==> config.mk <==
export PLATFORM = sky130hd
export DESIGN_NAME = round_robin_ready_queue
export DESIGN_NICKNAME = d
export VERILOG_FILES = /design/src/rrrq_pkg.sv /design/src/round_robin_ready_queue.sv /design/src/rrrq_engine.sv
export SDC_FILE = /design/constraint.sdc
export NUM_CORES = 1
export LEC_CHECK = 0
export BUFFER_PORTS_ARGS = -buffer_cell sky130_fd_sc_hd__buf_4
export CAP_MARGIN = 20
export CORE_MARGIN = 4
export CORE_UTILIZATION = 55
export DETAILED_ROUTE_END_ITERATION = 8
export HOLD_SLACK_MARGIN = 0.15
export PLACE_DENSITY = 0.72
export RECOVER_POWER = 100
export SLEW_MARGIN = 0
export SYNTH_ARGS = -nofsm -noshare
export SYNTH_HDL_FRONTEND = slang
export SYNTH_SLANG_ARGS = --single-unit
==> constraint.sdc <==
create_clock -name clock -period 9.05 [get_ports clock]
set_input_delay 0.905 -clock clock [delete_from_list [all_inputs] [get_ports clock]]
set_output_delay 0.905 -clock clock [all_outputs]
set_load 0.05 [all_outputs]
==> src/rrrq_pkg.sv <==
package rrrq_pkg;

   localparam int QUEUE_DEPTH_DEF = 16;
   localparam int ID_W = 8;
   localparam logic [ID_W-1:0] NO_ID = 8'hFF;

   typedef enum logic [1:0] {
      CMD_ADD    = 2'd0,
      CMD_REMOVE = 2'd1,
      CMD_SELECT = 2'd2,
      CMD_NONE   = 2'd3
   } cmd_type;

   typedef enum logic [1:0] {
      ST_OK        = 2'd0,
      ST_FULL      = 2'd1,
      ST_NOT_FOUND = 2'd2,
      ST_EMPTY     = 2'd3
   } status_type;

   typedef struct packed {
      cmd_type         command;
      logic [ID_W-1:0] process_id;
   } req_item_type;

   typedef struct packed {
      status_type      status;
      logic [ID_W-1:0] selected_id;
   } rsp_item_type;

endpackage

==> src/round_robin_ready_queue.sv <==
// Request to result: add and unknown commands, and select on an empty queue, go
// straight to the done state; select reads the head, and when the head rotates also
// copies it to the back and reads the new head; remove scans every entry.
// Requests: one at a time, taken once the previous result has left the engine.
// Reset: synchronous, clears head, count, selection and handshake; id store not swept.
module round_robin_ready_queue #(
   parameter int QUEUE_DEPTH = rrrq_pkg::QUEUE_DEPTH_DEF
) (
   input  logic       clock,
   input  logic       reset,
   input  logic       req_valid,
   output logic       req_stall,
   input  logic [1:0] req_command,
   input  logic [7:0] req_process_id,
   output logic       rsp_valid,
   input  logic       rsp_stall,
   output logic [1:0] rsp_status,
   output logic [7:0] rsp_selected_id
);
   import rrrq_pkg::*;

   req_item_type eng_req;
   rsp_item_type eng_res;
   logic         eng_idle;
   logic         eng_res_valid;
   logic         eng_res_take;
   logic         start;

   logic         rsp_valid_ff, rsp_valid_in;
   rsp_item_type rsp_ff, rsp_in;

   assign req_stall = !eng_idle;
   assign start     = req_valid && eng_idle;

   assign eng_req.command    = cmd_type'(req_command);
   assign eng_req.process_id = req_process_id;

   rrrq_engine #(
      .QUEUE_DEPTH(QUEUE_DEPTH)
   ) u_engine (
      .clock     (clock),
      .reset     (reset),
      .start     (start),
      .req       (eng_req),
      .idle      (eng_idle),
      .res_valid (eng_res_valid),
      .res_take  (eng_res_take),
      .res       (eng_res)
   );

   // output register frees up on a transfer
   assign eng_res_take = eng_res_valid && (!rsp_valid_ff || !rsp_stall);

   always_comb begin
      rsp_valid_in = rsp_valid_ff;
      rsp_in       = rsp_ff;
      if (eng_res_take) begin
         rsp_valid_in = 1'b1;
         rsp_in       = eng_res;
      end else if (rsp_valid_ff && !rsp_stall) begin
         rsp_valid_in = 1'b0;
      end
   end

   always_ff @(posedge clock) begin
      if (reset) begin
         rsp_valid_ff <= 1'b0;
      end else begin
         rsp_valid_ff <= rsp_valid_in;
      end
      rsp_ff <= rsp_in;
   end

   assign rsp_valid       = rsp_valid_ff;
   assign rsp_status      = 2'(rsp_ff.status);
   assign rsp_selected_id = rsp_ff.selected_id;

endmodule

==> src/rrrq_engine.sv <==
module rrrq_engine #(
   parameter int QUEUE_DEPTH = rrrq_pkg::QUEUE_DEPTH_DEF
) (
   input  logic                  clock,
   input  logic                  reset,
   input  logic                  start,
   input  rrrq_pkg::req_item_type req,
   output logic                  idle,
   output logic                  res_valid,
   input  logic                  res_take,
   output rrrq_pkg::rsp_item_type res
);
   import rrrq_pkg::*;

   localparam int AW = (QUEUE_DEPTH > 1) ? $clog2(QUEUE_DEPTH) : 1;
   localparam int CW = $clog2(QUEUE_DEPTH + 1);

   typedef enum logic [2:0] {
      S_IDLE,
      S_REM,
      S_SEL_B,
      S_SEL_C,
      S_DONE
   } state_type;

   // head + offset, wrapped once; head stays below the depth, offset at most the depth
   function automatic logic [AW-1:0] slot_of(input logic [AW-1:0] base,
                                             input logic [CW-1:0] offs);
      logic [CW:0] sum;
      sum = (CW+1)'(base) + (CW+1)'(offs);
      if (sum >= (CW+1)'(QUEUE_DEPTH)) begin
         sum = sum - (CW+1)'(QUEUE_DEPTH);
      end
      return sum[AW-1:0];
   endfunction

   state_type     state_ff, state_in;
   logic [AW-1:0] head_ff, head_in;
   logic [CW-1:0] count_ff, count_in;
   logic          cur_ff, cur_in;
   logic [CW-1:0] off_ff, off_in;
   logic          rv_ff, rv_in;
   logic          found_ff, found_in;
   logic          fhead_ff, fhead_in;
   logic [ID_W-1:0] pid_ff, pid_in;
   logic [AW-1:0] raddr_ff, raddr_in;
   logic [AW-1:0] dslot_ff, dslot_in;
   logic [AW-1:0] pslot_ff, pslot_in;
   rsp_item_type  res_ff, res_in;

   logic [ID_W-1:0] mem [QUEUE_DEPTH];
   logic [ID_W-1:0] rdata_ff;
   logic            wr_en;
   logic [AW-1:0]   wr_addr;
   logic [ID_W-1:0] wr_data;
   logic            rd_en;
   logic [AW-1:0]   rd_addr;

   always_comb begin
      state_in = state_ff;
      head_in  = head_ff;
      count_in = count_ff;
      cur_in   = cur_ff;
      off_in   = off_ff;
      rv_in    = rv_ff;
      found_in = found_ff;
      fhead_in = fhead_ff;
      pid_in   = pid_ff;
      raddr_in = raddr_ff;
      dslot_in = dslot_ff;
      pslot_in = pslot_ff;
      res_in   = res_ff;
      wr_en    = 1'b0;
      wr_addr  = slot_of(head_ff, count_ff);
      wr_data  = rdata_ff;
      rd_en    = 1'b0;
      rd_addr  = head_ff;

      case (state_ff)
         S_IDLE: begin
            if (start) begin
               pid_in = req.process_id;
               res_in.selected_id = NO_ID;
               res_in.status      = ST_OK;
               case (req.command)
                  CMD_ADD: begin
                     state_in = S_DONE;
                     if (count_ff == CW'(QUEUE_DEPTH)) begin
                        res_in.status = ST_FULL;
                     end else begin
                        wr_en    = 1'b1;
                        wr_data  = req.process_id;
                        count_in = count_ff + CW'(1);
                     end
                  end
                  CMD_REMOVE: begin
                     state_in = S_REM;
                     off_in   = '0;
                     rv_in    = 1'b0;
                     found_in = 1'b0;
                     fhead_in = 1'b0;
                     raddr_in = head_ff;
                  end
                  CMD_SELECT: begin
                     if (count_ff == '0) begin
                        res_in.status = ST_EMPTY;
                        state_in      = S_DONE;
                     end else begin
                        rd_en    = 1'b1;
                        state_in = S_SEL_B;
                     end
                  end
                  default: begin
                     state_in = S_DONE;
                  end
               endcase
            end
         end

         S_REM: begin
            // data returned this cycle belongs to offset off_ff - 1
            if (rv_ff) begin
               pslot_in = dslot_ff;
               if (!found_ff) begin
                  if (rdata_ff == pid_ff) begin
                     found_in = 1'b1;
                     fhead_in = (off_ff == CW'(1));
                  end
               end else begin
                  // close the gap: move this entry one place towards the head
                  wr_en   = 1'b1;
                  wr_addr = pslot_ff;
                  wr_data = rdata_ff;
               end
            end
            if (off_ff < count_ff) begin
               rd_en    = 1'b1;
               rd_addr  = raddr_ff;
               rv_in    = 1'b1;
               dslot_in = raddr_ff;
               raddr_in = slot_of(raddr_ff, CW'(1));
               off_in   = off_ff + CW'(1);
            end else begin
               rv_in = 1'b0;
            end
            if (!rv_ff && (off_ff >= count_ff)) begin
               state_in = S_DONE;
               if (found_ff) begin
                  count_in = count_ff - CW'(1);
                  if (fhead_ff || (count_ff == CW'(1))) begin
                     cur_in = 1'b0;
                  end
                  res_in.status = ST_OK;
               end else begin
                  res_in.status = ST_NOT_FOUND;
               end
            end
         end

         S_SEL_B: begin
            if (cur_ff && (count_ff > CW'(1))) begin
               // rotate: old head copied to the back, head moves on
               wr_en    = 1'b1;
               wr_data  = rdata_ff;
               head_in  = slot_of(head_ff, CW'(1));
               rd_en    = 1'b1;
               rd_addr  = head_in;
               state_in = S_SEL_C;
            end else begin
               cur_in             = 1'b1;
               res_in.status      = ST_OK;
               res_in.selected_id = rdata_ff;
               state_in           = S_DONE;
            end
         end

         S_SEL_C: begin
            cur_in             = 1'b1;
            res_in.status      = ST_OK;
            res_in.selected_id = rdata_ff;
            state_in           = S_DONE;
         end

         S_DONE: begin
            if (res_take) begin
               state_in = S_IDLE;
            end
         end

         default: begin
            state_in = S_IDLE;
         end
      endcase
   end

   always_ff @(posedge clock) begin
      if (reset) begin
         state_ff <= S_IDLE;
         head_ff  <= '0;
         count_ff <= '0;
         cur_ff   <= 1'b0;
         off_ff   <= '0;
         rv_ff    <= 1'b0;
         found_ff <= 1'b0;
         fhead_ff <= 1'b0;
      end else begin
         state_ff <= state_in;
         head_ff  <= head_in;
         count_ff <= count_in;
         cur_ff   <= cur_in;
         off_ff   <= off_in;
         rv_ff    <= rv_in;
         found_ff <= found_in;
         fhead_ff <= fhead_in;
      end
      pid_ff   <= pid_in;
      raddr_ff <= raddr_in;
      dslot_ff <= dslot_in;
      pslot_ff <= pslot_in;
      res_ff   <= res_in;
   end

   always_ff @(posedge clock) begin
      if (wr_en) begin
         mem[wr_addr] <= wr_data;
      end
      if (rd_en) begin
         rdata_ff <= mem[rd_addr];
      end
   end

   assign idle      = (state_ff == S_IDLE);
   assign res_valid = (state_ff == S_DONE);
   assign res       = res_ff;

`ifndef ASSERT_OFF
   a_count_bound: assert property (@(posedge clock) disable iff (reset)
      count_ff <= CW'(QUEUE_DEPTH))
      else $error("entry count beyond depth");

   a_cur_needs_entry: assert property (@(posedge clock) disable iff (reset)
      cur_ff |-> (count_ff != '0))
      else $error("selection held on an empty queue");

   a_start_idle: assert property (@(posedge clock) disable iff (reset)
      start |-> (state_ff == S_IDLE))
      else $error("request started while busy");

   a_scan_offset: assert property (@(posedge clock) disable iff (reset)
      ((state_ff == S_REM) && rv_ff) |-> (off_ff != '0))
      else $error("read data with no offset issued");

   a_result_held: assert property (@(posedge clock) disable iff (reset)
      ((state_ff == S_DONE) && !res_take) |=> ((state_ff == S_DONE) && $stable(res_ff)))
      else $error("result lost before transfer");
`endif

endmodule

# Yosys cells after proc, flatten, opt, wreduce, memory -nomap -nowiden
# Memories as Yosys holds them, arrays and structs flattened. A register that Yosys moved wholly into a read port is not among the register bits.
# Index checks and enable logic that the tools add are counted.
[classes]
addsub = 9
n_lt_le_gt_ge = 6
n_eq_ne = 23
n_mux = 75
n_reduce_logical = 31
[op_table]
columns = ["op", "n"]
rows = [
  ["two-way mux 4 bit", 11],
  ["two-way mux 5 bit", 8],
  ["two-way mux 8 bit", 4],
  ["two-way mux 1 bit", 27],
  ["case mux 8 bit (3 select lines)", 1],
  ["two-way mux 10 bit", 2],
  ["!= test 2 x 1 -> 1 bit, second input constant", 10],
  ["case mux 5 bit (2 select lines)", 2],
  ["case mux 4 bit (2 select lines)", 2],
  ["two-way mux 3 bit", 5],
  ["case mux 3 bit (5 select lines)", 1],
  ["AND reduction 4 bit", 3],
  ["AND reduction 6 bit", 2],
  ["subtractor 4 x 1 -> 4 bit, second input constant", 3],
  ["adder 4 x 1 -> 5 bit, second input constant", 2],
  ["adder 5 x 1 -> 5 bit, second input constant", 2],
  ["equality test 5 x 1 -> 1 bit, second input constant", 2],
  [">= comparator 5 bit, second input constant", 2],
  ["case mux 1 bit (3 select lines)", 3],
  ["AND reduction 3 bit", 3],
  ["equality test 8 bit", 1],
  ["case mux 2 bit (4 select lines)", 1],
  ["adder 4 x 5 -> 6 bit", 1],
  ["equality test 3 x 2 -> 1 bit, second input constant", 2],
  ["26 further kinds", 44],
]
[word_totals]
register_bits = 62
ram_bits = 128
input_bits = 14
output_inout_bits = 12
wordCells = 162
memories = 1
[memory_table]
columns = ["memory", "depth", "word_bits", "read_ports", "rd_clocked_by_memory_dff", "write_ports", "line_no", "rtl"]
rows = [
  ["u_engine.mem", 16, 8, 1, 1, 1, "rrrq_engine.sv:51", "logic [ID_W-1:0] mem [QUEUE_DEPTH];"],
]

# Longest topological paths before layout
[logic_depth]
word_depth = 7
ltp_mapped = 12
ltp_nobuf = 10

# By module
# From an unflattened synthesis, not the netlist that was laid out.
[unflattened]
cells_unflattened = 684
hier_area_um2 = 8871.0
[modules_own_cells]
columns = ["mod", "n_inst", "cells_each", "area_each_um2", "seq_area_each_um2"]
rows = [
  ["rrrq_engine", 1, 668, 8524.4, 5405.2],
  ["round_robin_ready_queue", 1, 16, 346.6, 320.3],
]

# Least setup slack after synthesis
# No wires, ideal clock.
[synth_path]
path_kind = "register to register"
start = "register u_engine.count_ff[4]"
end = "register u_engine.rdata_ff[6] (read register of u_engine.mem), data pin"
setup_time_ns = 0.257
arrival_ns = 2.676
required_ns = 8.793
path_slack_ns = 6.117
stages_incl_launch_ff = 11
path_buffers = 1
period_less_slack_ns = 2.933
path_cell_list = "dfxtp_1 -> inv_1 -> ha_1 -> and2_4 -> a221o_1 -> o311ai_4 -> nand2_1 -> buf_6 -> nor4_1 -> a222oi_1 -> o2111a_1"
[synth_via]
elab_chain_cells = 5
elab_cells_between_ends = 13
classes_between = "order compare (2); mux (9); reduce/logical (2)"
[synth_lines]
columns = ["item", "line_no", "rtl"]
rows = [
  ["from (decl)", "rrrq_engine.sv:39", "logic [CW-1:0] count_ff, count_in;"],
  ["from (signal assigned)", "rrrq_engine.sv:209", "count_ff <= count_in;"],
  ["branches (longest 5 deep; another with > comparator 5 x 1 -> 1 bit)", "-", ""],
  ["to (decl)", "rrrq_engine.sv:52", "logic [ID_W-1:0] rdata_ff;"],
]
# Parallel ways; which one is timed is not known.
# A chain may end at the register's enable or synchronous reset.

# Worst setup path after layout
[layout_path]
start = "register u_engine.state_ff[0]"
end = "register u_engine.rdata_ff[4] (read register of u_engine.mem), data pin"
[layout_via]
elab_chain_cells = 4
elab_cells_between_ends = 7
classes_between = "eq/ne (2); mux (3); reduce/logical (2)"
[layout_lines]
columns = ["item", "line_no", "rtl"]
rows = [
  ["from (decl)", "rrrq_engine.sv:37", "state_type state_ff, state_in;"],
  ["from (signal assigned)", "rrrq_engine.sv:207", "state_ff <= state_in;"],
  ["logical NOT 3 bit", "rrrq_engine.sv:79, rrrq_engine.sv:232", ""],
  ["logical AND 1 bit", "round_robin_ready_queue.sv:33", "assign start = req_valid && eng_idle;"],
  ["two-way mux 1 bit", "rrrq_engine.sv:81", "if (start) begin"],
  ["case mux 1 bit (3 select lines)", "rrrq_engine.sv:79", "case (state_ff)"],
]
# Parallel ways exist; a longest one is shown, timed or not.

==> impl_metrics.py <==
metrics = {
    "cts": {
        "clk_latency_ps": 430,
        "clockRootBuffer": "clkbuf_16",
        "cts_resized": 0,
        "path_clk_slew_ps": 70,
        "cts_tree": "done",
        "htree_num_levels": 4,
        "cts_setup_buffers": 0,
        "cts_buffers": 17,
        "clockBufferDepth": 2,
        "cts_sinks": 198,
        "ctsHoldBuffers": 0,
    },
    "job": {
        "cap_violations": 1,
    },
    "timing": {
        "max_freq_mhz": 193.1,
        "hold_ws_ps": 419.1,
        "relSlewSlack_pct": -7.036,
        "slew_viol_final": 14,
        "worstMarginPinSlew_ps": 1602,
        "fin_crit_sh_pct": 57.22,
        "fin_crit_ps": 5178,
        "clock_skew_ps": 12.43,
        "grt_setup_unrepaired": "false",
        "finalSetupViolCount": 0,
        "tns_ps": 0,
        "hold_viol": 0,
    },
    "synth": {
        "synth-seq-cells": 198,
        "yosys-top-cells-area": "edfxtp_1 60%, dfxtp_1 5.0%, nand3_1 4.4%",
        "synth.most_common_cell": "edfxtp_1",
        "synth_nets": 723,
        "synthArstFlopShare_pct": 0,
        "yosysTopAreaCell": "edfxtp_1",
        "syn_inst": 692,
        "synth_top_area_share_pct": 59.86,
        "synthSimpleGateAreaFrac_pct": 13.18,
        "synth_fa_ha_area_share_pct": 2.494,
        "synth_seq_area_share_pct": 64.85,
        "synth_flop_cell": "edfxtp_1",
        "syn_area_per_cell_sq_um": 12.76,
        "yosys_warnings": 0,
        "synth_cell_types": 66,
        "synth_area_sq_um": 8828,
        "synthXorXnorAreaFrac_pct": 2.282,
        "synth_mux_area_share_pct": 2.381,
        "yosys-top-cells-count": "176 x edfxtp_1, 77 x nand3_1, 49 x a21oi_1",
        "synth_edf_count": 176,
        "synth_top_family_by_area": "simple AND/OR/NAND/NOR gates",
        "synth_compound_area_share_pct": 12.03,
    },
    "placement": {
        "dp.cells": 904,
        "io_buffers": 25,
        "gp_congestion": 0.9638,
        "placed_area_sq_um": 9146,
        "hpwlAfterDp_mm": 14.68,
    },
    "power": {
        "power_density_nw_per_um2": 198.7,
        "p_leak_nw": 3.107,
        "vdd_drop_max_mv": 0.1379,
    },
    "global_routing": {
        "grt_pass1_wl_mm": 33.00,
        "grt_antenna_before_repair": 0,
        "grt_start_max_net_pins": 36,
        "first_global_vias": 5686,
        "gr-total-overflow": 0,
        "grt_usage_pct": 24.19,
    },
    "outcome": {
        "status": "complete, but fails checks",
        "violations": "capacitance limit, slew limit",
    },
    "route": {
        "drc_errors": 0,
        "routed_wl_mm": 21.43,
        "drt_first_iter_violations": 727,
        "firstDrtPassIters": 6,
        "vias": 5934,
        "drtAntennaViolNets": 0,
        "routedWlPerCell_microns": 22.94,
        "viasPerCell": 6.353,
    },
    "floorplan": {
        "start_util_pct": 55.78,
        "dieArea_sq_um": 18140,
        "core_sq_um": 15830,
        "pin_count": 26,
        "fp.dieW_microns": 134.7,
        "rows": 46,
        "fp.dieH_microns": 134.7,
    },
    "setup_path": {
        "cp-start-kind": "flop",
        "path_cells": "nor3b_1 -> nand3_1 -> inv_1 -> o31a_1 -> clkbuf_1 -> nand3_1 -> o221ai_1 -> nor4_1",
        "critPathMaxFanout": 35,
        "crit_path_max_incr_delay_ps": 1290,
        "arrival_ps": 5340,
        "cp_slowest_cell": "nor3b_1",
        "cp.required_ps": 9210,
        "end_kind": "flop",
        "crit_type": "reg2reg",
        "crit_top_cell": "nand3_1",
    },
    "finish": {
        "drive_gt1_share_pct": 8.357,
        "nFillCells": 1197,
        "synthToLayoutAreaGrowth_pct": 9.354,
        "final_cells": 934,
        "final_area_sq_um": 9654,
        "final_util_pct": 61.00,
        "nNetsFinal": 739,
        "seq_area_sq_um": 5725,
        "diodes": 0,
        "multi_input_area_sq_um": 2850,
    },
    "hold_path": {
        "hold_class": "reg2reg",
    },
}
## sequential cells by signal, indices dropped and copies added, names as in the netlist, 3 cells and up
signal	flops
u_engine.raddr_ff	4
u_engine.mem	128
rsp_selected_id	8
u_engine.pid_ff	8
u_engine.count_ff	5
u_engine.head_ff	4
u_engine.res	10
u_engine.off_ff	5
u_engine.pslot_ff	4
u_engine.rdata_ff	8
u_engine.state_ff	3
u_engine.dslot_ff	4
## critical path, delay by kind of cell, from the launching register on
kind / cells / cell delay (ps)
AO/OA/AOI/OAI: 2 / 540
buffers and inverters: 2 / 1520
AND/OR/NAND/NOR: 4 / 2350
flip-flops: 1 / 470
## power by group
group	switching, mW	internal (mW)
clock	0.324	0.403
sequential	0.0158	1.02
combinational	0.110	0.0409
total	0.450	1.47
## metrics by stage
step | total power, mW | setup WS [ps]
detailed placement | 1.215 | 5234
floorplan | 1.161 | 6117
global placement | 1.211 | 5417
CTS | 1.928 | 5204
global route | 1.980 | 3458
finish | 1.918 | 3872
## path summary, 6_finish.rpt
path,from,slack (ps),to,depth (start not counted)
hold reg to reg,u_engine.res[0],420,rsp_selected_id[0],0
setup / recovery,u_engine.state_ff[0],3870,u_engine.rdata_ff[4],8
hold / removal,u_engine.res[0],420,rsp_selected_id[0],0
setup reg to reg,u_engine.state_ff[0],3870,u_engine.rdata_ff[4],8
## final cells by class
cell class              instances  area share, %
clock inverters                12          1.387
inverters                      16         0.6221
clock buffers                  17          4.406
multi-input cells             443          29.52
repair buffers                 32          1.957
flip-flops and latches        198          59.31
well taps                     216          2.799
## layer usage
metal / wire length, microns / vias up / share of wire [%] / GRT usage, %
met2: 10020 / 313 / 47 / 37.77
met1: 9068 / 2894 / 42 / 34.13
met3: 1860 / 46 / 8.7 / 5.775
met5: 0 / - / 0 / 0
met4: 480 / 0 / 2.2 / 7.183
li1: - / 2681 / - / -
## cells in the final DEF, fill, tap and decap left out, types with 3 or more instances in the layout
cell,Yosys,routed
mux2_1,0,8
mux2_2,16,8
xor2_1,10,10
a21o_1,3,3
nor2b_1,4,4
nor2_1,40,40
a211oi_1,9,9
buf_4,2,10
nand2b_1,10,10
mux2i_1,3,3
ha_1,16,16
o2111ai_1,8,8
inv_1,15,16
o21bai_1,3,3
edfxtp_1,176,176
o221ai_1,9,9
and3_1,5,5
clkinv_4,0,4
dfxtp_1,22,22
or3_1,9,9
nand3_1,77,77
o21ai_0,45,46
o21a_1,3,3
clkbuf_1,20,19
a21oi_1,49,49
clkbuf_16,0,17
nor4_1,9,9
o22ai_1,4,4
nor3_1,14,14
nand2_1,40,40
nand4_1,6,6
xnor2_1,13,13
## cell families (layout without fill, tap and decap cells)
kind of cell               Yosys count  after routing
and+or+nand+nor                    226            226
DFF                                198            198
AOI/OAI and AO/OA                  158            158
buffers and inverters               51             77
xor gates and xnor gates            23             23
muxes                               19             19
adders and majority gates           17             17
No activity file was read; power rests on OpenSTA's default activity.
